`config.mk`:
```
export PLATFORM = sky130hd
export DESIGN_NAME = sic_csr
export DESIGN_NICKNAME = d
export VERILOG_FILES = /design/src/hdl/strided_image_copy_address_gen_assert.svh /design/src/hdl/sic_pkg.sv /design/src/hdl/sic_csr.sv
export SDC_FILE = /design/constraint.sdc
export NUM_CORES = 1
export LEC_CHECK = 0
export BUFFER_PORTS_ARGS = -buffer_cell sky130_fd_sc_hd__buf_2
export CORE_MARGIN = 3
export CORE_UTILIZATION = 47
export CTS_CLUSTER_DIAMETER = 50
export DETAILED_ROUTE_END_ITERATION = 12
export GPL_TIMING_DRIVEN = 0
export PLACE_DENSITY = 0.85
export SLEW_MARGIN = 40
export SYNTH_ARGS = -nofsm -noshare
export SYNTH_HDL_FRONTEND = slang
export SYNTH_SLANG_ARGS = --single-unit
export TNS_END_PERCENT = 50
```
`constraint.sdc`:
```
create_clock -name clock -period 1.2 [get_ports clock]
set_clock_uncertainty 0.15 [all_clocks]
set_input_delay 0.12 -clock clock [delete_from_list [all_inputs] [get_ports clock]]
set_output_delay 0.12 -clock clock [all_outputs]
set_load 0.005 [all_outputs]
```
`src/hdl/strided_image_copy_address_gen_assert.svh`:
```
// assertion macros of the address generator, included by the walker module
`ifndef STRIDED_IMAGE_COPY_ADDRESS_GEN_ASSERT_SVH
`define STRIDED_IMAGE_COPY_ADDRESS_GEN_ASSERT_SVH

// same-cycle implication
`define SIC_ASSERT_IMP(lbl, clk, rst, ante, cons) \
   lbl: assert property (@(posedge clk) disable iff (rst) (ante) |-> (cons)) \
      else $error("sic assertion failed");

// next-cycle implication
`define SIC_ASSERT_NXT(lbl, clk, rst, ante, cons) \
   lbl: assert property (@(posedge clk) disable iff (rst) (ante) |=> (cons)) \
      else $error("sic assertion failed");

`endif

```
`src/hdl/sic_pkg.sv`:
```
// shared constants, types and register codes of the strided copy address generator
package sic_pkg;

   localparam int ADDR_WIDTH        = 32;
   localparam int DIM_WIDTH         = 14;
   localparam int MAX_ADDR_WIDTH    = 64;
   localparam int OUT_WIDTH         = 32;

   localparam int CSR_DATA_WIDTH    = 32;
   localparam int CSR_ADDR_WIDTH    = 5;
   localparam int REG_INDEX_LSB     = 2;

   localparam int MODE_WIDTH        = 4;
   localparam int BPP_WIDTH         = 8;
   localparam int BPB_WIDTH         = 12;
   localparam int BASE_WIDTH        = 32;
   localparam int ROW_PITCH_WIDTH   = 24;
   localparam int SLICE_PITCH_WIDTH = 32;

   localparam int MODE_BLOCK        = 0;
   localparam int MODE_ADJ_SRC      = 1;
   localparam int MODE_ADJ_DST      = 2;
   localparam int MODE_3D           = 3;

   localparam logic [BPP_WIDTH-1:0] BPP_RESET = 8'd32;

   localparam int BLOCK_SHIFT       = 2;
   localparam int BLOCK_ROUND       = 3;
   localparam int BYTE_SHIFT        = 3;
   localparam int BPB_SHIFT         = 4;
   localparam int BLOCK_X_SHIFT     = 1;

   typedef enum logic [2:0] {
      REG_MODE_FLAGS      = 3'd0,
      REG_BITS_PER_PIXEL  = 3'd1,
      REG_SRC_BASE        = 3'd2,
      REG_DST_BASE        = 3'd3,
      REG_SRC_ROW_PITCH   = 3'd4,
      REG_DST_ROW_PITCH   = 3'd5,
      REG_SRC_SLICE_PITCH = 3'd6,
      REG_DST_SLICE_PITCH = 3'd7
   } sic_reg_type;

   typedef enum logic [1:0] {
      BURST_SLICE   = 2'd0,
      BURST_ROW     = 2'd1,
      BURST_PER_ROW = 2'd2
   } sic_burst_type;

   typedef struct packed {
      logic [MODE_WIDTH-1:0]        mode_flags;
      logic [BPP_WIDTH-1:0]         bits_per_pixel;
      logic [BASE_WIDTH-1:0]        src_base;
      logic [BASE_WIDTH-1:0]        dst_base;
      logic [ROW_PITCH_WIDTH-1:0]   src_row_pitch;
      logic [ROW_PITCH_WIDTH-1:0]   dst_row_pitch;
      logic [SLICE_PITCH_WIDTH-1:0] src_slice_pitch;
      logic [SLICE_PITCH_WIDTH-1:0] dst_slice_pitch;
   } sic_cfg_type;

   typedef struct packed {
      logic          valid;
      logic          start;
      logic          empty;
      sic_burst_type burst_mode;
   } sic_cmd_type;

endpackage

```
`src/hdl/sic_csr.sv`:
```
// apb configuration registers
module sic_csr (
   input  logic                                clock,
   input  logic                                reset,
   input  logic                                psel,
   input  logic                                penable,
   input  logic                                pwrite,
   input  logic [sic_pkg::CSR_ADDR_WIDTH-1:0]  paddr,
   input  logic [sic_pkg::CSR_DATA_WIDTH-1:0]  pwdata,
   output logic [sic_pkg::CSR_DATA_WIDTH-1:0]  prdata,
   output logic                                pready,
   output sic_pkg::sic_cfg_type                cfg
);

   sic_pkg::sic_cfg_type cfg_ff;
   sic_pkg::sic_cfg_type cfg_in;
   sic_pkg::sic_cfg_type cfg_reset;
   sic_pkg::sic_reg_type reg_sel;
   logic                 wr_en;

   assign pready  = 1'b1;
   assign reg_sel = sic_pkg::sic_reg_type'(paddr[sic_pkg::CSR_ADDR_WIDTH-1:sic_pkg::REG_INDEX_LSB]);
   assign wr_en   = psel & penable & pwrite;
   assign cfg     = cfg_ff;

   always_comb begin
      cfg_reset                = '0;
      cfg_reset.bits_per_pixel = sic_pkg::BPP_RESET;
   end

   always_comb begin
      cfg_in = cfg_ff;
      if (wr_en) begin
         unique case (reg_sel)
            sic_pkg::REG_MODE_FLAGS:      cfg_in.mode_flags      = pwdata[sic_pkg::MODE_WIDTH-1:0];
            sic_pkg::REG_BITS_PER_PIXEL:  cfg_in.bits_per_pixel  = pwdata[sic_pkg::BPP_WIDTH-1:0];
            sic_pkg::REG_SRC_BASE:        cfg_in.src_base        = pwdata[sic_pkg::BASE_WIDTH-1:0];
            sic_pkg::REG_DST_BASE:        cfg_in.dst_base        = pwdata[sic_pkg::BASE_WIDTH-1:0];
            sic_pkg::REG_SRC_ROW_PITCH:   cfg_in.src_row_pitch   =
               pwdata[sic_pkg::ROW_PITCH_WIDTH-1:0];
            sic_pkg::REG_DST_ROW_PITCH:   cfg_in.dst_row_pitch   =
               pwdata[sic_pkg::ROW_PITCH_WIDTH-1:0];
            sic_pkg::REG_SRC_SLICE_PITCH: cfg_in.src_slice_pitch =
               pwdata[sic_pkg::SLICE_PITCH_WIDTH-1:0];
            sic_pkg::REG_DST_SLICE_PITCH: cfg_in.dst_slice_pitch =
               pwdata[sic_pkg::SLICE_PITCH_WIDTH-1:0];
            default: cfg_in = cfg_ff;
         endcase
      end
   end

   always_comb begin
      unique case (reg_sel)
         sic_pkg::REG_MODE_FLAGS:      prdata = sic_pkg::CSR_DATA_WIDTH'(cfg_ff.mode_flags);
         sic_pkg::REG_BITS_PER_PIXEL:  prdata = sic_pkg::CSR_DATA_WIDTH'(cfg_ff.bits_per_pixel);
         sic_pkg::REG_SRC_BASE:        prdata = sic_pkg::CSR_DATA_WIDTH'(cfg_ff.src_base);
         sic_pkg::REG_DST_BASE:        prdata = sic_pkg::CSR_DATA_WIDTH'(cfg_ff.dst_base);
         sic_pkg::REG_SRC_ROW_PITCH:   prdata = sic_pkg::CSR_DATA_WIDTH'(cfg_ff.src_row_pitch);
         sic_pkg::REG_DST_ROW_PITCH:   prdata = sic_pkg::CSR_DATA_WIDTH'(cfg_ff.dst_row_pitch);
         sic_pkg::REG_SRC_SLICE_PITCH: prdata = sic_pkg::CSR_DATA_WIDTH'(cfg_ff.src_slice_pitch);
         sic_pkg::REG_DST_SLICE_PITCH: prdata = sic_pkg::CSR_DATA_WIDTH'(cfg_ff.dst_slice_pitch);
         default:                      prdata = '0;
      endcase
   end

   always_ff @(posedge clock) begin
      if (reset) begin
         cfg_ff <= cfg_reset;
      end else begin
         cfg_ff <= cfg_in;
      end
   end

endmodule

```
* Word level (Yosys, flattened, before mapping)
Index checks and enable logic that the tools add are counted.
** Storage, ports and cells
- Bits in registers :: 188
- Logic and storage cells :: 27
** Operators by class
- Bitwise operators :: 2
- Muxes and demuxes :: 1
- Equality and inequality tests :: 7
- Reductions and logical operators :: 9
** Operator list (number)
- 32-bit case mux with 8 select lines :: 1
- 2-bit AND reduction :: 8
- 3-bit equality test (second input constant) :: 4
- 3-bit by 2-bit equality test with 1-bit output (second input constant) :: 2
- 3-bit by 1-bit equality test with 1-bit output (second input constant) :: 1
- 3-bit logical NOT :: 1
- 1-bit AND :: 2

* Depth between registers and ports, before layout
- Depth in word-level cells :: 3
- Mapped depth :: 6
- Depth with buffers taken out :: 3

* Worst setup path before layout
OpenSTA, ideal clock, no wires.
- Path type :: input port to output port
- Start point :: input port paddr[4] in the netlist's numbering
- End point :: output port prdata[1] in the netlist's numbering
- Cell stages on the path :: 5
- Path slack :: -142 ps
- Data arrival time :: 1072 ps
- Path through :: buf_2 > or2_1 > clkbuf_1 > buf_2 > o32a_1
** On the way
- Longest elaborated chain between the ends :: 2
- Elaborated cells on any way between the ends :: 9
- Classes of those cells :: 7 x eq/ne; 1 x mux; 1 x reduce/logical
** Ends and longest elaborated chain
- start: declaration :: line sic_csr.sv:8 : input logic [sic_pkg::CSR_ADDR_WIDTH-1:0] paddr,
- 3-bit equality test, or another cell as far along :: line sic_csr.sv:53 : unique case (reg_sel)
- 32-bit case mux with 8 select lines (*) :: line sic_csr.sv:53
- end: declaration :: line sic_csr.sv:10 : output logic [sic_pkg::CSR_DATA_WIDTH-1:0] prdata,
Mark *: on every way between the ends. The rest lies on a longest branch, timed or not.

* Worst setup path in the final report
- Start point :: register cfg_ff (netlist bit cfg[139])
- End point :: output port prdata[27] in the netlist's numbering
** On the way
- Longest elaborated chain between the ends :: 1
** Ends and longest elaborated chain
- start: declaration :: line sic_csr.sv:15 : sic_pkg::sic_cfg_type cfg_ff;
- start signal: assignment :: line sic_csr.sv:68 : cfg_ff <= cfg_reset;
- start signal: assignment :: line sic_csr.sv:70 : cfg_ff <= cfg_in;
- 32-bit case mux with 8 select lines :: line sic_csr.sv:53
No other way between the ends.

==> reports/qor.csv <==
stage;metric;value;unit
clocking;cts_buffers;17;
setup_path;r2r_cells;5;
hold_path;holdPathStages;5;
hold_path;hp-start;paddr[4];
route;ant_nets;0;
status;status;finished, violations left;
die;die_x;143.9;um
timing;tightestPinTransition;0.7475;ns
hold_path;min_path_type;input port to flop;
clocking;tritoncts;built;
pwr;power;13.31;mW
layout;multi_input_area;4952;um2
clocking;clockRootBuffer;clkbuf_16;
global_route;grt_pass1_vias;9098;
route;num_vias;9570;
timing;finalCriticalPeriod;1.901;ns
timing;final_max_slew_viol_count;0;
layout;drive_gt1_share;51.09;%
place;dpl.hpwl;24200;um
run;max-cap-violations;0;
pwr;vdd_drop_max;1102;uV
setup_path;crit_family;multiplexers;
clocking;clk_latency;0.44;ns
global_route;antenna_found_initial;0;
synth;synth_area_per_cell;9.753;um2
clocking;clock_sinks;188;
clocking;htree_levels;4;
route;vias_per_cell;6.334;
route;drt_wl_total;38840;um
timing;finalSetupViolCount;75;
place;portBuffers;256;
synth;netlist_area;8934;um2
global_route;grt_use_total;34.47;%
setup_path;regToRegSetupSlack;0.02;ns
die;rows;49;
setup_path;cp_slowest_cell;mux4_2;
synth;synth_seq_area_share;42.13;%
die;core-area;18330;um2
timing;finalHoldViolCount;0;
synth;syn_nets;958;
timing;rsz0062_at_grt;yes;
timing;max-slew-margin-rel;50.17;%
status;failed_checks;setup timing;
synth;synth-compound-area-share;12.31;%
layout;largest_reg_flops;188;
synth;yosys.area_share.simple;18.31;%
synth;synthCells;916;
layout;nets;1309;
route;wl_per_cell;25.71;um
die;ioPinCount;263;
route;drt-pass1-iter-count;6;
route;drcViolationCount;0;
timing;fin_crit_sh;158.4;%
global_route;grt_pass1_wl;53650;um
setup_path;end_kind;primary output;
place;place.gp.congestion;0.8879;
die;initial_core_util;48.73;%
global_route;grt-ovfl-total;0;
setup_path;cp.arrival;1.63;ns
clocking;cts_buffer_depth;2;
setup_path;crit_chain;mux4_2, and2_4, buf_6;
layout;area_delta_synth_final;45.50;%
setup_path;r2r_end;cfg[30];
layout;seq_area;4019;um2
pwr;cellPowerDensity;1024;nW/um2
die;die_h;143.9;um
setup_path;critical_path_class;flop to primary output;
hold_path;hold_end;cfg[166];
setup_path;regToRegStartpoint;cfg[30];
synth;synth_xor_area_share;0;%
synth;synthMuxAreaShare;22.21;%
setup_path;slowest_delay;0.54;ns
timing;fmax;526.1;MHz
synth;synth_fa_ha_area_share;0;%
layout;n_fill_cell;1238;
setup_path;crit_required;0.93;ns
route;first_iter_violations;1089;
synth;yosysWarnings;0;
pwr;leakage;6.226;nW
die;die_area;20700;um2
setup_path;cp-start-kind;flop;
timing;layout_setup_ws;-0.7007;ns
synth;ys_seq_elements;188;
global_route;grt_max_degree;17;
setup_path;critPathBufInv;1;
setup_path;worstPathMaxFanout;3;
timing;tns;-20.60;ns
clocking;path_clk_slew;0.07;ns
synth;synth_top_family_by_area;multiplexers;
layout;final_util;70.91;%
synth;synth.distinct_cells;43;
==> final cells by class <==
class / count / share of cell area, %
multi-input combinational: 641 / 38.10
sequential: 188 / 30.92
timing repair buffer: 333 / 19.80
buffer: 81 / 4.380
clock buffer: 20 / 3.513
tap: 229 / 2.204
clock inverter: 12 / 0.8759
inverter: 5 / 0.1733
antenna: 2 / 0.03850
==> kinds of logic (layout without fill, tap and decap cells) <==
group / after synthesis / count (layout)
AO/OA/AOI/OAI: 184 / 184
buffers and inverters: 87 / 451
flip-flops: 188 / 188
multiplexers: 182 / 182
other: 1 / 3
AND/OR/NAND/NOR: 274 / 274
==> metrics by stage <==
step	setup slack, ns	hold WS [ns]	instance area [um2]	instances
3_3_place_gp	-0.7223	0.2339	10640	1401
2_1_floorplan	-0.07456	0.1177	9071	916
6_report	-0.7007	0.1183	13000	1511
5_1_grt	-0.7099	0.1478	12990	1509
4_1_cts	-0.6065	0.1045	12370	1490
3_5_place_dp	-0.7231	0.2396	10640	1401
==> worst max-delay path by stage <==
stage	end	from	depth (start not counted)	slack, ns
global route	prdata[27]	cfg[139]	3	-0.71
detailed placement	prdata[10]	paddr[2]	7	-0.72
global placement	prdata[10]	paddr[2]	7	-0.72
floorplan	prdata[1]	paddr[4]	5	-0.07
finish	prdata[27]	cfg[139]	3	-0.70
CTS	prdata[5]	cfg[37]	4	-0.61
==> worst min-delay path, cell delays in order <==
cell and delay, ns:
buf_8 0.11, buf_8 0.18, nor2_4 0.09, nand3_1 0.09
a21oi_1 0.07
==> power breakdown <==
group,switching [mW],total (mW),internal (mW),leakage (nW)
clock network,2.58,5.58,2.99,0.275
logic,0.856,1.42,0.564,4.34
registers,0.0448,6.31,6.27,1.61
total,3.48,13.3,9.82,6.23
==> synth_stat cells <==
cell type | instances | area [um2]
clkbuf_1 | 38 | 142.6
conb_1 | 1 | 3.750
o21ai_0 | 100 | 500.5
o32a_1 | 2 | 20.02
inv_1 | 5 | 18.77
a21oi_1 | 32 | 160.2
nand4_1 | 1 | 6.260
mux2_2 | 20 | 225.2
buf_1 | 2 | 7.510
mux4_2 | 11 | 247.7
nor2_1 | 12 | 45.04
nand2_4 | 1 | 11.26
or2_2 | 1 | 6.260
clkbuf_2 | 2 | 10.01
nor2_2 | 1 | 6.260
o221ai_1 | 5 | 43.79
a221oi_1 | 19 | 166.4
and3_1 | 1 | 6.260
and4b_1 | 1 | 10.01
nor2b_1 | 37 | 231.5
dfxtp_1 | 188 | 3764
or2_1 | 1 | 6.260
and2_1 | 8 | 50.05
buf_2 | 22 | 110.1
a22oi_1 | 7 | 52.55
a221o_1 | 4 | 40.04
o22a_1 | 1 | 8.760
and4_1 | 1 | 8.760
nand2b_1 | 157 | 982.2
buf_4 | 12 | 90.09
a22o_1 | 1 | 8.760
and2b_1 | 1 | 7.510
o22ai_1 | 6 | 37.54
a311oi_1 | 1 | 8.760
mux2i_1 | 151 | 1511
nand3_4 | 1 | 17.52
nor3_1 | 2 | 10.01
nand2_2 | 3 | 18.77
nand3_1 | 34 | 170.2
o2bb2ai_1 | 5 | 43.79
buf_6 | 6 | 67.56
a2bb2oi_1 | 1 | 8.760
nand2_1 | 11 | 41.29
==> what timing repair did <==
| action | 4_1_cts | 5_1_grt |
|---|---|---|
| pin swaps | 16 | 17 |
| setup endpoints to repair | 177 | 196 |
| resized for setup | 248 | 154 |
| hold endpoints to repair | 158 | 0 |
| buffers inserted | 26 | 30 |
| hold buffers | 32 | 0 |
==> routing by layer <==
layer  wire (um)  GRT usage [%]
met5           0              0
met1       13530          42.21
met2       17720          55.68
met4        2666          18.58
met3        4930          8.686
==> layout by cell type (no fill, tap or decap), drive strengths merged, types with 20 or more instances in the layout <==
master | Yosys | layout
a21oi | 32 | 32
buf | 42 | 342
nand3 | 35 | 35
o21ai | 100 | 100
dfxtp | 188 | 188
mux2i | 151 | 151
clkbuf | 40 | 60
mux2 | 20 | 20
nand2b | 157 | 157
dlygate4sd3 | 0 | 32
nor2b | 37 | 37
No activity file was read; power rests on OpenSTA's default activity.
