## src/hdl/strided_image_copy_address_gen_assert.svh

```systemverilog
// assertion macros of the address generator, included by the walker module
`ifndef STRIDED_IMAGE_COPY_ADDRESS_GEN_ASSERT_SVH
`define STRIDED_IMAGE_COPY_ADDRESS_GEN_ASSERT_SVH

// same-cycle implication
`define SIC_ASSERT_IMP(lbl, clk, rst, ante, cons) \
   lbl: assert property (@(posedge clk) disable iff (rst) (ante) |-> (cons)) \
      else $error("sic assertion failed");

// next-cycle implication
`define SIC_ASSERT_NXT(lbl, clk, rst, ante, cons) \
   lbl: assert property (@(posedge clk) disable iff (rst) (ante) |=> (cons)) \
      else $error("sic assertion failed");

`endif

```

## src/hdl/sic_pkg.sv

```systemverilog
// shared constants, types and register codes of the strided copy address generator
package sic_pkg;

   localparam int ADDR_WIDTH        = 32;
   localparam int DIM_WIDTH         = 14;
   localparam int MAX_ADDR_WIDTH    = 64;
   localparam int OUT_WIDTH         = 32;

   localparam int CSR_DATA_WIDTH    = 32;
   localparam int CSR_ADDR_WIDTH    = 5;
   localparam int REG_INDEX_LSB     = 2;

   localparam int MODE_WIDTH        = 4;
   localparam int BPP_WIDTH         = 8;
   localparam int BPB_WIDTH         = 12;
   localparam int BASE_WIDTH        = 32;
   localparam int ROW_PITCH_WIDTH   = 24;
   localparam int SLICE_PITCH_WIDTH = 32;

   localparam int MODE_BLOCK        = 0;
   localparam int MODE_ADJ_SRC      = 1;
   localparam int MODE_ADJ_DST      = 2;
   localparam int MODE_3D           = 3;

   localparam logic [BPP_WIDTH-1:0] BPP_RESET = 8'd32;

   localparam int BLOCK_SHIFT       = 2;
   localparam int BLOCK_ROUND       = 3;
   localparam int BYTE_SHIFT        = 3;
   localparam int BPB_SHIFT         = 4;
   localparam int BLOCK_X_SHIFT     = 1;

   typedef enum logic [2:0] {
      REG_MODE_FLAGS      = 3'd0,
      REG_BITS_PER_PIXEL  = 3'd1,
      REG_SRC_BASE        = 3'd2,
      REG_DST_BASE        = 3'd3,
      REG_SRC_ROW_PITCH   = 3'd4,
      REG_DST_ROW_PITCH   = 3'd5,
      REG_SRC_SLICE_PITCH = 3'd6,
      REG_DST_SLICE_PITCH = 3'd7
   } sic_reg_type;

   typedef enum logic [1:0] {
      BURST_SLICE   = 2'd0,
      BURST_ROW     = 2'd1,
      BURST_PER_ROW = 2'd2
   } sic_burst_type;

   typedef struct packed {
      logic [MODE_WIDTH-1:0]        mode_flags;
      logic [BPP_WIDTH-1:0]         bits_per_pixel;
      logic [BASE_WIDTH-1:0]        src_base;
      logic [BASE_WIDTH-1:0]        dst_base;
      logic [ROW_PITCH_WIDTH-1:0]   src_row_pitch;
      logic [ROW_PITCH_WIDTH-1:0]   dst_row_pitch;
      logic [SLICE_PITCH_WIDTH-1:0] src_slice_pitch;
      logic [SLICE_PITCH_WIDTH-1:0] dst_slice_pitch;
   } sic_cfg_type;

   typedef struct packed {
      logic          valid;
      logic          start;
      logic          empty;
      sic_burst_type burst_mode;
   } sic_cmd_type;

endpackage

```

## src/hdl/sic_channel_if.sv

```systemverilog


interface sic_rsp_if ();
   logic                          valid;
   logic                          ready;
   logic [sic_pkg::OUT_WIDTH-1:0] src_addr;
   logic [sic_pkg::OUT_WIDTH-1:0] dst_addr;
   logic [sic_pkg::OUT_WIDTH-1:0] byte_count;
   logic                          last;

   modport source (
      output valid, src_addr, dst_addr, byte_count, last,
      input  ready
   );
   modport sink (
      input  valid, src_addr, dst_addr, byte_count, last,
      output ready
   );
endinterface

```

## src/hdl/sic_walker.sv

```systemverilog
// row and slice walker with the response register
`include "strided_image_copy_address_gen_assert.svh"

module sic_walker #(
   parameter int ADDR_WIDTH = sic_pkg::ADDR_WIDTH,
   parameter int DIM_WIDTH  = sic_pkg::DIM_WIDTH
) (
   input  logic                   clock,
   input  logic                   reset,
   input  sic_pkg::sic_cfg_type   cfg,
   input  sic_pkg::sic_cmd_type   cmd,
   input  logic [DIM_WIDTH-1:0]   cmd_rows_total,
   input  logic [DIM_WIDTH-1:0]   cmd_slices_total,
   input  logic [ADDR_WIDTH-1:0]  cmd_bytes,
   input  logic [ADDR_WIDTH-1:0]  cmd_src,
   input  logic [ADDR_WIDTH-1:0]  cmd_dst,
   output logic                   advance,
   sic_rsp_if.source              rsp
);

   logic                   active_ff, active_in;
   sic_pkg::sic_burst_type burst_mode_ff, burst_mode_in;
   logic [DIM_WIDTH-1:0]   row_count_ff, row_count_in;
   logic [DIM_WIDTH-1:0]   slice_count_ff, slice_count_in;
   logic [DIM_WIDTH-1:0]   rows_total_ff, rows_total_in;
   logic [DIM_WIDTH-1:0]   slices_total_ff, slices_total_in;
   logic [ADDR_WIDTH-1:0]  burst_bytes_ff, burst_bytes_in;
   logic [ADDR_WIDTH-1:0]  src_slice_addr_ff, src_slice_addr_in;
   logic [ADDR_WIDTH-1:0]  dst_slice_addr_ff, dst_slice_addr_in;
   logic [ADDR_WIDTH-1:0]  src_row_addr_ff, src_row_addr_in;
   logic [ADDR_WIDTH-1:0]  dst_row_addr_ff, dst_row_addr_in;

   logic                          out_v_ff, out_v_in;
   logic [sic_pkg::OUT_WIDTH-1:0] out_src_ff, out_src_in;
   logic [sic_pkg::OUT_WIDTH-1:0] out_dst_ff, out_dst_in;
   logic [sic_pkg::OUT_WIDTH-1:0] out_bytes_ff, out_bytes_in;
   logic                          out_last_ff, out_last_in;

   logic                   fire, emit, fin, row_wrap;
   sic_pkg::sic_burst_type cur_mode;
   logic [DIM_WIDTH-1:0]   cur_row, cur_slice, cur_rows, cur_slices;
   logic [DIM_WIDTH:0]     row_inc, slice_inc;
   logic [ADDR_WIDTH-1:0]  cur_bytes, cur_src_slice, cur_dst_slice, cur_src_row, cur_dst_row;
   logic [ADDR_WIDTH-1:0]  src_slice_step, dst_slice_step, src_row_step, dst_row_step;
   logic [sic_pkg::MAX_ADDR_WIDTH-1:0] src_wide, dst_wide, bytes_wide;

   assign advance = !out_v_ff || rsp.ready;
   assign fire    = cmd.valid && advance;

   always_comb begin
      cur_mode      = cmd.start ? cmd.burst_mode  : burst_mode_ff;
      cur_row       = cmd.start ? '0               : row_count_ff;
      cur_slice     = cmd.start ? '0               : slice_count_ff;
      cur_rows      = cmd.start ? cmd_rows_total   : rows_total_ff;
      cur_slices    = cmd.start ? cmd_slices_total : slices_total_ff;
      cur_bytes     = cmd.start ? cmd_bytes        : burst_bytes_ff;
      cur_src_slice = cmd.start ? cmd_src          : src_slice_addr_ff;
      cur_dst_slice = cmd.start ? cmd_dst          : dst_slice_addr_ff;
      cur_src_row   = cmd.start ? cmd_src          : src_row_addr_ff;
      cur_dst_row   = cmd.start ? cmd_dst          : dst_row_addr_ff;

      emit      = fire && (cmd.start ? !cmd.empty : active_ff);
      row_inc   = (DIM_WIDTH+1)'(cur_row) + (DIM_WIDTH+1)'(1);
      slice_inc = (DIM_WIDTH+1)'(cur_slice) + (DIM_WIDTH+1)'(1);
      row_wrap  = row_inc >= (DIM_WIDTH+1)'(cur_rows);
      fin       = row_wrap && (slice_inc >= (DIM_WIDTH+1)'(cur_slices));

      src_slice_step = cur_src_slice + ADDR_WIDTH'(cfg.src_slice_pitch);
      dst_slice_step = cur_dst_slice + ADDR_WIDTH'(cfg.dst_slice_pitch);
      src_row_step   = cur_src_row + ADDR_WIDTH'(cfg.src_row_pitch);
      dst_row_step   = cur_dst_row + ADDR_WIDTH'(cfg.dst_row_pitch);

      src_wide   = sic_pkg::MAX_ADDR_WIDTH'(cur_src_row);
      dst_wide   = sic_pkg::MAX_ADDR_WIDTH'(cur_dst_row);
      bytes_wide = sic_pkg::MAX_ADDR_WIDTH'(cur_bytes);
   end

   always_comb begin
      active_in         = active_ff;
      burst_mode_in     = burst_mode_ff;
      row_count_in      = row_count_ff;
      slice_count_in    = slice_count_ff;
      rows_total_in     = rows_total_ff;
      slices_total_in   = slices_total_ff;
      burst_bytes_in    = burst_bytes_ff;
      src_slice_addr_in = src_slice_addr_ff;
      dst_slice_addr_in = dst_slice_addr_ff;
      src_row_addr_in   = src_row_addr_ff;
      dst_row_addr_in   = dst_row_addr_ff;
      if (fire) begin
         active_in         = cmd.start ? !cmd.empty : active_ff;
         burst_mode_in     = cur_mode;
         row_count_in      = cur_row;
         slice_count_in    = cur_slice;
         rows_total_in     = cur_rows;
         slices_total_in   = cur_slices;
         burst_bytes_in    = cur_bytes;
         src_slice_addr_in = cur_src_slice;
         dst_slice_addr_in = cur_dst_slice;
         src_row_addr_in   = cur_src_row;
         dst_row_addr_in   = cur_dst_row;
         if (emit) begin
            if (fin) begin
               active_in = 1'b0;
            end else if (row_wrap) begin
               row_count_in      = '0;
               slice_count_in    = DIM_WIDTH'(slice_inc);
               src_slice_addr_in = src_slice_step;
               dst_slice_addr_in = dst_slice_step;
               src_row_addr_in   = src_slice_step;
               dst_row_addr_in   = dst_slice_step;
            end else begin
               row_count_in    = DIM_WIDTH'(row_inc);
               src_row_addr_in = src_row_step;
               dst_row_addr_in = dst_row_step;
            end
         end
      end
   end

   always_comb begin
      out_v_in     = emit ? 1'b1 : (rsp.ready ? 1'b0 : out_v_ff);
      out_src_in   = emit ? src_wide[sic_pkg::OUT_WIDTH-1:0]   : out_src_ff;
      out_dst_in   = emit ? dst_wide[sic_pkg::OUT_WIDTH-1:0]   : out_dst_ff;
      out_bytes_in = emit ? bytes_wide[sic_pkg::OUT_WIDTH-1:0] : out_bytes_ff;
      out_last_in  = emit ? fin : out_last_ff;
   end

   always_ff @(posedge clock) begin
      if (reset) begin
         active_ff         <= 1'b0;
         burst_mode_ff     <= sic_pkg::BURST_SLICE;
         row_count_ff      <= '0;
         slice_count_ff    <= '0;
         rows_total_ff     <= '0;
         slices_total_ff   <= '0;
         burst_bytes_ff    <= '0;
         src_slice_addr_ff <= '0;
         dst_slice_addr_ff <= '0;
         src_row_addr_ff   <= '0;
         dst_row_addr_ff   <= '0;
         out_v_ff          <= 1'b0;
      end else begin
         active_ff         <= active_in;
         burst_mode_ff     <= burst_mode_in;
         row_count_ff      <= row_count_in;
         slice_count_ff    <= slice_count_in;
         rows_total_ff     <= rows_total_in;
         slices_total_ff   <= slices_total_in;
         burst_bytes_ff    <= burst_bytes_in;
         src_slice_addr_ff <= src_slice_addr_in;
         dst_slice_addr_ff <= dst_slice_addr_in;
         src_row_addr_ff   <= src_row_addr_in;
         dst_row_addr_ff   <= dst_row_addr_in;
         out_v_ff          <= out_v_in;
      end
   end

   always_ff @(posedge clock) begin
      out_src_ff   <= out_src_in;
      out_dst_ff   <= out_dst_in;
      out_bytes_ff <= out_bytes_in;
      out_last_ff  <= out_last_in;
   end

   assign rsp.valid      = out_v_ff;
   assign rsp.src_addr   = out_src_ff;
   assign rsp.dst_addr   = out_dst_ff;
   assign rsp.byte_count = out_bytes_ff;
   assign rsp.last       = out_last_ff;

   // final burst closes the copy
   `SIC_ASSERT_NXT(a_last_idles, clock, reset, emit && fin, !active_ff && out_last_ff)
   // a running copy never has empty totals
   `SIC_ASSERT_IMP(a_totals_nonzero, clock, reset, active_ff,
      (rows_total_ff != '0) && (slices_total_ff != '0))
   // counters stay inside the box
   `SIC_ASSERT_IMP(a_counts_in_range, clock, reset, active_ff,
      (row_count_ff < rows_total_ff) && (slice_count_ff < slices_total_ff))
   // merged copy is a single burst
   `SIC_ASSERT_IMP(a_slice_mode_single, clock, reset,
      active_ff && (burst_mode_ff == sic_pkg::BURST_SLICE),
      (rows_total_ff == DIM_WIDTH'(1)) && (slices_total_ff == DIM_WIDTH'(1)))

endmodule

```

## src/flat_wrapper.sv

```systemverilog
// flat-port wrapper written by rule: the top's interface ports become plain ports
module sic_walker_flat 
#(
   parameter int ADDR_WIDTH = sic_pkg::ADDR_WIDTH,
   parameter int DIM_WIDTH  = sic_pkg::DIM_WIDTH
)
  (clock, reset, cfg, cmd, cmd_rows_total, cmd_slices_total, cmd_bytes, cmd_src, cmd_dst, advance, rsp_valid, rsp_src_addr, rsp_dst_addr, rsp_byte_count, rsp_last, rsp_ready);
  sic_rsp_if rsp_i ();
  input  logic clock;
  input  logic reset;
  input  sic_pkg::sic_cfg_type cfg;
  input  sic_pkg::sic_cmd_type cmd;
  input  logic [DIM_WIDTH-1:0] cmd_rows_total;
  input  logic [DIM_WIDTH-1:0] cmd_slices_total;
  input  logic [ADDR_WIDTH-1:0] cmd_bytes;
  input  logic [ADDR_WIDTH-1:0] cmd_src;
  input  logic [ADDR_WIDTH-1:0] cmd_dst;
  output logic advance;
  output wire logic [$bits(rsp_i.valid)-1:0] rsp_valid;
  output wire logic [$bits(rsp_i.src_addr)-1:0] rsp_src_addr;
  output wire logic [$bits(rsp_i.dst_addr)-1:0] rsp_dst_addr;
  output wire logic [$bits(rsp_i.byte_count)-1:0] rsp_byte_count;
  output wire logic [$bits(rsp_i.last)-1:0] rsp_last;
  input wire logic [$bits(rsp_i.ready)-1:0] rsp_ready;
  assign rsp_valid = rsp_i.valid;
  assign rsp_src_addr = rsp_i.src_addr;
  assign rsp_dst_addr = rsp_i.dst_addr;
  assign rsp_byte_count = rsp_i.byte_count;
  assign rsp_last = rsp_i.last;
  assign rsp_i.ready = rsp_ready;
  sic_walker #(.ADDR_WIDTH(ADDR_WIDTH), .DIM_WIDTH(DIM_WIDTH)) u_core (.clock(clock), .reset(reset), .cfg(cfg), .cmd(cmd), .cmd_rows_total(cmd_rows_total), .cmd_slices_total(cmd_slices_total), .cmd_bytes(cmd_bytes), .cmd_src(cmd_src), .cmd_dst(cmd_dst), .advance(advance), .rsp(rsp_i));
endmodule
```

## config.mk

```make
export PLATFORM = sky130hd
export DESIGN_NAME = sic_walker_flat
export DESIGN_NICKNAME = d
export VERILOG_FILES = /design/src/hdl/sic_pkg.sv /design/src/hdl/sic_channel_if.sv /design/src/hdl/sic_walker.sv /design/src/flat_wrapper.sv
export VERILOG_INCLUDE_DIRS = /design/src /design/src/hdl
export SDC_FILE = /design/constraint.sdc
export NUM_CORES = 1
export LEC_CHECK = 0
export BUFFER_PORTS_ARGS = -buffer_cell sky130_fd_sc_hd__buf_2
export CORE_MARGIN = 2
export CORE_UTILIZATION = 55
export CTS_CLUSTER_SIZE = 24
export DETAILED_ROUTE_END_ITERATION = 8
export PLACE_DENSITY = 0.77
export SLEW_MARGIN = 20
export SYNTH_ARGS = -nofsm -noshare
export SYNTH_HDL_FRONTEND = slang
export SYNTH_SLANG_ARGS = --single-unit
```

## constraint.sdc

```tcl
create_clock -name clock -period 6.4 [get_ports clock]
set_input_delay 1.28 -clock clock [delete_from_list [all_inputs] [get_ports clock]]
set_output_delay 1.28 -clock clock [all_outputs]
set_load 0.02 [all_outputs]
```

* Word-level counts from Yosys, hierarchy flattened
Index checks and enable logic that the tools add are counted.
** Operators by class
- Reductions and logical operators :: 7
- Muxes and demuxes :: 32
- Add/sub/neg operators :: 6
- $lt $le $gt $ge :: 2
** Operators by type and width (number)
- $mux 32 :: 17
- $mux 14 :: 10
- $add 32x24->32 :: 2
- $add 32x32->32 :: 2
- $add 14x1->15 const B :: 2
- $ge 15x14->1 :: 2
- $mux 1 :: 5
- $logic_and 1x1->1 :: 3
- $logic_not 1->1 :: 2
- $reduce_bool 2->1 :: 1
- $logic_or 1x1->1 :: 1
** Word-level totals
- Bits of input ports :: 320
- Output and inout port bits :: 99
- Word-level logic and storage cells :: 62
- Register bits :: 315

* Logic depth before layout (Yosys ltp)
Gate-level depths: netlist (run 1).
- Word-level depth :: 6
- Gate-level depth with buffers :: 22
- Depth with buffers taken out :: 18

* Worst setup path after synthesis (run 1)
No wires, ideal clock.
- Path kind :: input to register
- Start point :: input cmd[3] in the netlist's numbering
- End point :: register u_core.dst_row_addr_ff[30]
- Buffers on the path :: 6
- Setup slack :: 0.850 ns
- Setup time :: 0.134 ns
- Data required time :: 6.266 ns
- Stages on the path :: 21
- Arrival :: 5.416 ns
- Path through :: buf_2 buf_2 buf_2 buf_1 clkbuf_1 clkbuf_1 nand2_1 o21ai_0 ha_1 inv_1 fa_1 nor2b_1 o31a_1 nor4_4 o31ai_4 a2111oi_4 o31ai_4 a31oi_4 o31a_1 mux2i_1 a211oi_2
** On the way
- Word-level cells in the longest chain between the ends :: 6
- Elaborated cells between the ends (all ways) :: 18
- Those cells by class :: 4 x add/sub; 2 x order compare; 10 x mux; 2 x reduce/logical
** Ends and longest elaborated chain
- from (decl) :: RTL line flat_wrapper.sv:12 : input sic_pkg::sic_cmd_type cmd;
- $mux 14, on equally long branches :: RTL line sic_walker.sv:52, sic_walker.sv:53
- $add 14x1->15, on equally long branches :: RTL line sic_walker.sv:63, sic_walker.sv:64
- $ge 15x14->1, on equally long branches :: RTL line sic_walker.sv:65, sic_walker.sv:66
- $mux 32 or $logic_and 1x1->1 (tied branches) :: RTL line sic_walker.sv:105, sic_walker.sv:66
- $mux 32 :: RTL line sic_walker.sv:103 : if (fin) begin
- $mux 32 (*) :: RTL line sic_walker.sv:102 : if (emit) begin
- to (signal assigned) :: RTL line sic_walker.sv:154 : dst_row_addr_ff <= dst_row_addr_in;
- to (decl) :: RTL line sic_walker.sv:31 : logic [ADDR_WIDTH-1:0] dst_row_addr_ff, dst_row_addr_in;
Every way passes the cells marked *; elsewhere a longest branch is shown, timed or not.
A chain may end at the register's enable or synchronous reset.

* Worst setup path after layout (run 1)
- Start point :: input cmd[3] in the netlist's numbering
- End point :: register u_core.dst_row_addr_ff[25]
** On the way
- Elaborated cells between the ends (all ways) :: 18
- Those cells by class :: 4 x add/sub; 2 x order compare; 10 x mux; 2 x reduce/logical
** RTL lines
- $mux 32 :: RTL line sic_walker.sv:60 : cur_dst_row = cmd.start ? cmd_dst : dst_row_addr_ff;
- via u_core.cur_dst_row[9] :: RTL line sic_walker.sv:43 : logic [ADDR_WIDTH-1:0] cur_bytes, cur_src_slice, cur_dst_slice, cur_src_row, cur_dst_row;
- $add 32x24->32 :: RTL line sic_walker.sv:71 : dst_row_step = cur_dst_row + ADDR_WIDTH'(cfg.dst_row_pitch);
- $mux 32 :: RTL line sic_walker.sv:105 : end else if (row_wrap) begin
- $mux 32 :: RTL line sic_walker.sv:103
- $mux 32 :: RTL line sic_walker.sv:102
The timed path passes the listed nets, and every way through them passes these cells.

==> impl_metrics.ini, run 1 <==
[timing]
period_share_pct = 79.79
timing.final.setup_violations = 0
worst-slew-pin-transition_ns = 0.9921
slew_headroom_pct = 33.86
slew_viol_final = 0
timing.fmax_mhz = 195.8
hold_violations = 0
setup-tns-final_ns = 0
skew_ns = 0.02008
grt_setup_unrepaired = no
fin_crit_ns = 5.107

[critical_path]
required_ns = 6.80
arrival_ns = 5.51
cpPeakStageDelay_ns = 0.47
critPathLaunchType = input port
path_max_fanout = 90
path_cells = buf_8 > buf_12 > nand2_1 > o21ai_0 > ha_1 > a21oi_1 > a21boi_0 > o311ai_1 > o21ai_0 > o31a_1 > o41ai_2 > o21bai_1 > a31oi_1 > xor2_1 > o22ai_1
crit_top_cell = o21ai_0
slowest_stage = buf_8
cp_top_family = compound AO/OA/AOI/OAI gates
path_class = input port to register
cp_num_buf_inv = 2
critPathCaptureType = register

[synth]
synth-async-reset-ratio_pct = 0
synthSimpleGateAreaFrac_pct = 14.60
synth-seq-area-share_pct = 34.63
synth.avg_cell_area_um2 = 8.371
synth_mux_area_share_pct = 3.930
synth-adder-area-share_pct = 8.539
yosysUniqueCellTypes = 93
yosys_warnings = 0
synthXorXnorAreaFrac_pct = 5.377
synth.net_count = 2971
ys_seq_elements = 315
synth_top_family_by_area = compound AO/OA/AOI/OAI gates
synthFlopType = dfxtp_1
synth_compound_area_share_pct = 26.99
postSynthCellCount = 2510
synth_area_um2 = 21010
synth_edf_count = 97

[global_route]
grt_pass1_vias = 19320
grt_overflow_total = 0
antenna_found_initial = 17
grt_max_degree = 98
grt_usage_pct = 31.67
grt_pass1_wl_um = 99510

[place]
dp_hpwl_um = 45960
portBuffers = 340
gp_congestion = 0.9609

[floorplan]
ios = 419
start_util_pct = 55.78
coreArea_um2 = 37670
die_area_um2 = 39780
die_width_um = 199.5
num_rows = 71
die_h_um = 199.5

[drt]
vias = 20290
via_per_inst = 6.106
wl_um = 65030
wire_per_inst_um = 19.57
drc = 0
drt-initial-drc-count = 1840
firstDrtPassIters = 7
antenna_left = 0

[clock_tree]
clk_pin_slew_ns = 0.06
cts_buffers = 36
postCtsSetupBuffers = 0
ctsHtreeMaxLevel = 2
cts-resized-gates = 0
tritoncts = built
clockRootBuffer = clkbuf_16
hold_buffers = 0
clockBufferDepth = 3
clock_latency_ns = 0.55
numClockSinks = 315

[cells_and_area]
utilization_pct = 64.34
drive_above_1_share_pct = 19.24
finalNetCount = 3229
fill_cells = 3276
area_growth_pct = 15.33

[pwr]
cellPowerDensity_nw_per_um2 = 241.2
vdd_drop_max_mv = 0.1377
p_leak_nw = 10.23

[status]
status = finished, final reports clean

[run]
maxCapViolCount = 0

[min_path]
hold_class = register to register
[layer usage]
layer	share of wire (%)	up-vias	track usage, %
met4	3.3	4	13.74
met2	47	1032	52.82
met1	41	9492	40.91
met3	8.7	133	4.574
li1	-	9630	-
met5	0.040	-	0
[sequential cells by signal, indices dropped and copies added (netlist names)]
register and flops:
u_core.active_ff 1, u_core.rsp.valid 1, u_core.row_count_ff 14, u_core.slice_count_ff 14, u_core.src_slice_addr_ff 32, u_core.src_row_addr_ff 32
u_core.rsp.dst_addr 32, u_core.dst_row_addr_ff 32, u_core.rsp.byte_count 32, u_core.rsp.last 1, u_core.burst_bytes_ff 32, u_core.dst_slice_addr_ff 32
u_core.slices_total_ff 14, u_core.rows_total_ff 14, u_core.rsp.src_addr 32
[logic make-up after synthesis]
family | Yosys count
flip-flops | 315
XOR/XNOR | 129
adder cells (fa/ha/maj) | 141
AO/OA/AOI/OAI | 846
buffers and inverters | 312
AND/OR/NAND/NOR | 690
multiplexers | 77
[area by class of cell]
type | count | area [µm²] | area share [%]
antenna | 16 | 40.04 | 0.1652
sequential | 315 | 7277 | 30.03
inverter | 159 | 599.3 | 2.473
multi-input combinational | 1883 | 12520 | 51.66
clock inverter | 21 | 195.2 | 0.8055
timing repair buffer | 373 | 1978 | 8.163
tap | 511 | 639.4 | 2.638
clock buffer | 45 | 984.7 | 4.063
[cells in the mapped netlist (6+ instances only)]
cell       number  area share (%)
and3_1         22            0.66
xor2_1         51             2.1
nor2b_1        15            0.45
nand4_1        14            0.42
buf_1          10            0.18
ha_1          137             8.2
nand2_1       313             5.6
a221oi_1       30             1.3
a222oi_1       21             1.0
xnor2_1        78             3.3
o211ai_1       20            0.71
a211oi_1       52             1.9
buf_4           9            0.32
o221a_2         9            0.48
o21ai_0       202             4.8
and2_1          9            0.27
nor3_1         27            0.64
a21oi_1       214             5.1
nand3_1        38            0.91
o31a_1          6            0.25
o21ai_1         8            0.19
mux2_2         44             2.4
a311oi_1        8            0.33
o31ai_1         7            0.25
a22oi_1        41             1.5
mux2i_1        33             1.6
a21boi_0        6            0.21
a21o_1         74             2.6
buf_2          32            0.76
nand3b_1        6            0.21
o21bai_1       17            0.61
inv_1         158             2.8
or2_2           7            0.21
dfxtp_1       218              21
o21a_1         27            0.96
a31oi_1        33            0.98
edfxtp_1       97              14
nand2b_1       15            0.45
a2111oi_2       6            0.43
clkbuf_1      101             1.8
nor2_1        189             3.4
[power breakdown]
| part | total (mW) | leakage (nW) | internal (mW) | switching, mW |
|---|---|---|---|---|
| Combinational | 1.52 | 6.94 | 0.586 | 0.937 |
| Sequential | 2.25 | 2.71 | 2.20 | 0.0520 |
| Clock | 2.07 | 0.576 | 1.18 | 0.890 |
[metrics by stage]
stage / std cells / instance area [µm²] / hold slack [ns] / power (mW) / setup WS (ns)
2_1_floorplan: 2510 / 21010 / 0.4319 / 3.356 / 0.8501
3_3_place_gp: 3241 / 23010 / 0.4374 / 3.730 / 0.7221
3_5_place_dp: 3241 / 23010 / 0.4445 / 3.770 / 0.6317
4_1_cts: 3307 / 24190 / 0.4527 / 5.840 / 1.173
5_1_grt: 3322 / 24230 / 0.4689 / 6.091 / 0.9679
6_report: 3323 / 24230 / 0.4524 / 5.846 / 1.293
[final timing paths]
| path | from | to | slack, ns | depth (start not counted) |
|---|---|---|---|---|
| setup / recovery | cmd[3] | u_core.dst_row_addr_ff[25] | 1.29 | 15 |
| hold / removal | u_core.dst_slice_addr_ff[10] | u_core.dst_slice_addr_ff[10] | 0.45 | 2 |
| setup reg to reg | u_core.slice_count_ff[0] | u_core.src_slice_addr_ff[15] | 1.39 | 19 |
| hold reg to reg | u_core.dst_slice_addr_ff[10] | u_core.dst_slice_addr_ff[10] | 0.45 | 2 |
[worst register-to-register path: cells and delay by family, from the launching register on]
family	cells	cell delay (ns)
AND/OR/NAND/NOR	9	2.09
AO/OA/AOI/OAI	7	1.54
flip-flops	1	0.51
adder cells (fa/ha/maj)	1	0.32
buffers and inverters	1	0.27
XOR/XNOR	1	0.18
[cells in the final DEF, fill, tap and decap left out, drive strengths merged, types with 35 or more instances in the layout]
| cell type | count |
|---|---|
| a211oi | 53 |
| a21o | 75 |
| a21oi | 216 |
| a22oi | 42 |
| a31oi | 35 |
| buf | 373 |
| clkbuf | 45 |
| dfxtp | 218 |
| edfxtp | 97 |
| ha | 137 |
| inv | 160 |
| mux2 | 44 |
| nand2 | 314 |
| nand3 | 38 |
| nor2 | 191 |
| o21ai | 212 |
| xnor2 | 78 |
| xor2 | 51 |
(Power assumes the default switching activity.)
==> run 2, diff against run 1 <==
==> constraint.sdc (replaced) <==
create_clock -name clock -period 5.04 [get_ports clock]
set_input_delay 1.008 -clock clock [delete_from_list [all_inputs] [get_ports clock]]
set_output_delay 1.008 -clock clock [all_outputs]
set_load 0.02 [all_outputs]
==> run 2 against run 1 <==
Critical path depth is 5 higher. Largest cell class unchanged. Count of clock-buffer cells in the layout is 14 higher. Die area stayed put. Critical path type is now register to register. Worst hold slack hardly changed. Global-route usage is 0.24 points higher. Sequential share of layout area is 0.38 points lower. Wire length is 0.66% higher. Via count is 0.27% lower. Cell count is 0.60% higher. Register-to-register slack worse by 0.94 ns.
==> impl_metrics.ini, run 2 (same netlist as run 1, synthesis figures left out) <==
[clock_tree]
ctsHtreeMaxLevel = 2
numClockSinks = 315
hold_buffers = 0
clk_pin_slew_ns = 0.07
cts-resized-gates = 0
cts_buffers = 38
clockRootBuffer = clkbuf_16
clock_latency_ns = 0.57
tritoncts = built
postCtsSetupBuffers = 0
clockBufferDepth = 3

[global_route]
grt_max_degree = 83
grt_usage_pct = 31.91
antenna_found_initial = 9
grt_overflow_total = 0
grt_pass1_vias = 19050
grt_pass1_wl_um = 100000

[place]
dp_hpwl_um = 47110
portBuffers = 340
gp_congestion = 0.9320
placed_cell_area_um2 = 23260

[critical_path]
critPathLaunchType = register
path_max_fanout = 22
cpPeakStageDelay_ns = 0.43
arrival_ns = 5.02
rrSetupSlack_ns = 0.45
cp_top_family = compound AO/OA/AOI/OAI gates
path_class = register to register
path_cells = nand3_1 > nor4_4 > nand2_1 > nor3b_2 > and3_1 > nand2_1 > xor2_1 > nor2_1 > ha_1 > a21o_1 > a31oi_1 > o21ai_0 > a21oi_2 > o21bai_1 > buf_4 > a21oi_4 > buf_4 > a21o_1 > a221oi_1 > a211oi_2
cp_num_buf_inv = 2
slowest_stage = dfxtp_1
required_ns = 5.47
critPathCaptureType = register

[timing]
period_share_pct = 91.07
grt_setup_unrepaired = no
timing.fmax_mhz = 217.9
timing.final.setup_violations = 0
worst-slew-pin-transition_ns = 0.8405
slew_headroom_pct = 43.97
slew_viol_final = 0
hold_violations = 0
skew_ns = 0.02268
setup-tns-final_ns = 0
fin_crit_ns = 4.590

[drt]
wire_per_inst_um = 19.58
wl_um = 65460
firstDrtPassIters = 6
drc = 0
via_per_inst = 6.053
drt-initial-drc-count = 2007
vias = 20240
antenna_left = 0

[cells_and_area]
design_area_um2 = 24540
drive_above_1_share_pct = 19.94
finalNetCount = 3255
mostFrequentLayoutCells = buf_2, nand2_1, dfxtp_1
multi_input_area_um2 = 12520
area_growth_pct = 16.82
regArea_um2 = 7277
layout_commonest_cell = buf_2
fill_cells = 3247

[status]
status = finished, final reports clean

[pwr]
vdd_drop_max_mv = 0.2369
power_frac_comb_pct = 25.9
switchingPower_mw = 2.403
seqPwrFrac_pct = 37.6
p_int_mw = 5.188
p_leak_nw = 10.42
power_frac_clock_pct = 36.5
p_sw_share_pct = 31.65
cellPowerDensity_nw_per_um2 = 309.3

[run]
maxCapViolCount = 0

[floorplan]
start_util_pct = 55.78
num_rows = 71
ios = 419
die_width_um = 199.5
coreArea_um2 = 37670
die_h_um = 199.5
die_area_um2 = 39780

[min_path]
hold_class = register to register
run 2: path summary, 6_finish.rpt:
path | end | startpoint | depth (start not counted)
setup reg to reg | u_core.dst_row_addr_ff[30] | u_core.slice_count_ff[1] | 20
setup / recovery | u_core.dst_row_addr_ff[30] | u_core.slice_count_ff[1] | 20
hold / removal | u_core.dst_slice_addr_ff[14] | u_core.dst_slice_addr_ff[14] | 2
hold reg to reg | u_core.dst_slice_addr_ff[14] | u_core.dst_slice_addr_ff[14] | 2
run 2: final cells by class:
| cell class | instances | area share (%) |
|---|---|---|
| Sequential cell | 315 | 29.65 |
| Clock buffer | 59 | 4.690 |
| Timing Repair Buffer | 397 | 9.099 |
| Tap cell | 511 | 2.605 |
| Clock inverter | 10 | 0.4180 |
| Antenna cell | 9 | 0.09176 |
| Inverter | 159 | 2.442 |
| Multi-Input combinational cell | 1883 | 51.01 |
run 2: layer usage:
| layer | wire length [µm] | up-vias | global-route usage [%] |
|---|---|---|---|
| met4 | 2128 | 4 | 11.85 |
| met3 | 5574 | 130 | 5.300 |
| li1 | - | 9683 | - |
| met1 | 27810 | 9531 | 42.25 |
| met2 | 29930 | 888 | 52.39 |
| met5 | 26 | - | 0 |
run 2: metrics by stage:
stage	utilization (%)	worst slack (ns)	cells	hold slack (ns)	power, mW
global placement	61.77	0.2521	3265	0.4378	4.770
finish	65.16	0.4503	3343	0.4522	7.591
detailed placement	61.77	0.1658	3265	0.4430	4.822
CTS	65.09	0.3502	3334	0.4513	7.591
floorplan	-	0.01186	2510	0.4319	4.262
global route	65.15	0.1147	3341	0.4686	7.904
run 2: tightest hold or removal path, stage by stage (launching register included):
cell and delay (ns):
dfxtp_1 0.31, nand2_1 0.05, a21oi_1 0.05
run 2: power by group through the flow:
stage	Combinational, mW	Clock (mW)	Sequential, mW
2_1_floorplan	1.31	0	2.95
3_3_place_gp	1.87	0	2.90
3_5_place_dp	1.92	0	2.91
4_1_cts	1.93	2.81	2.85
5_1_grt	2.14	2.89	2.87
6_report	1.97	2.77	2.85
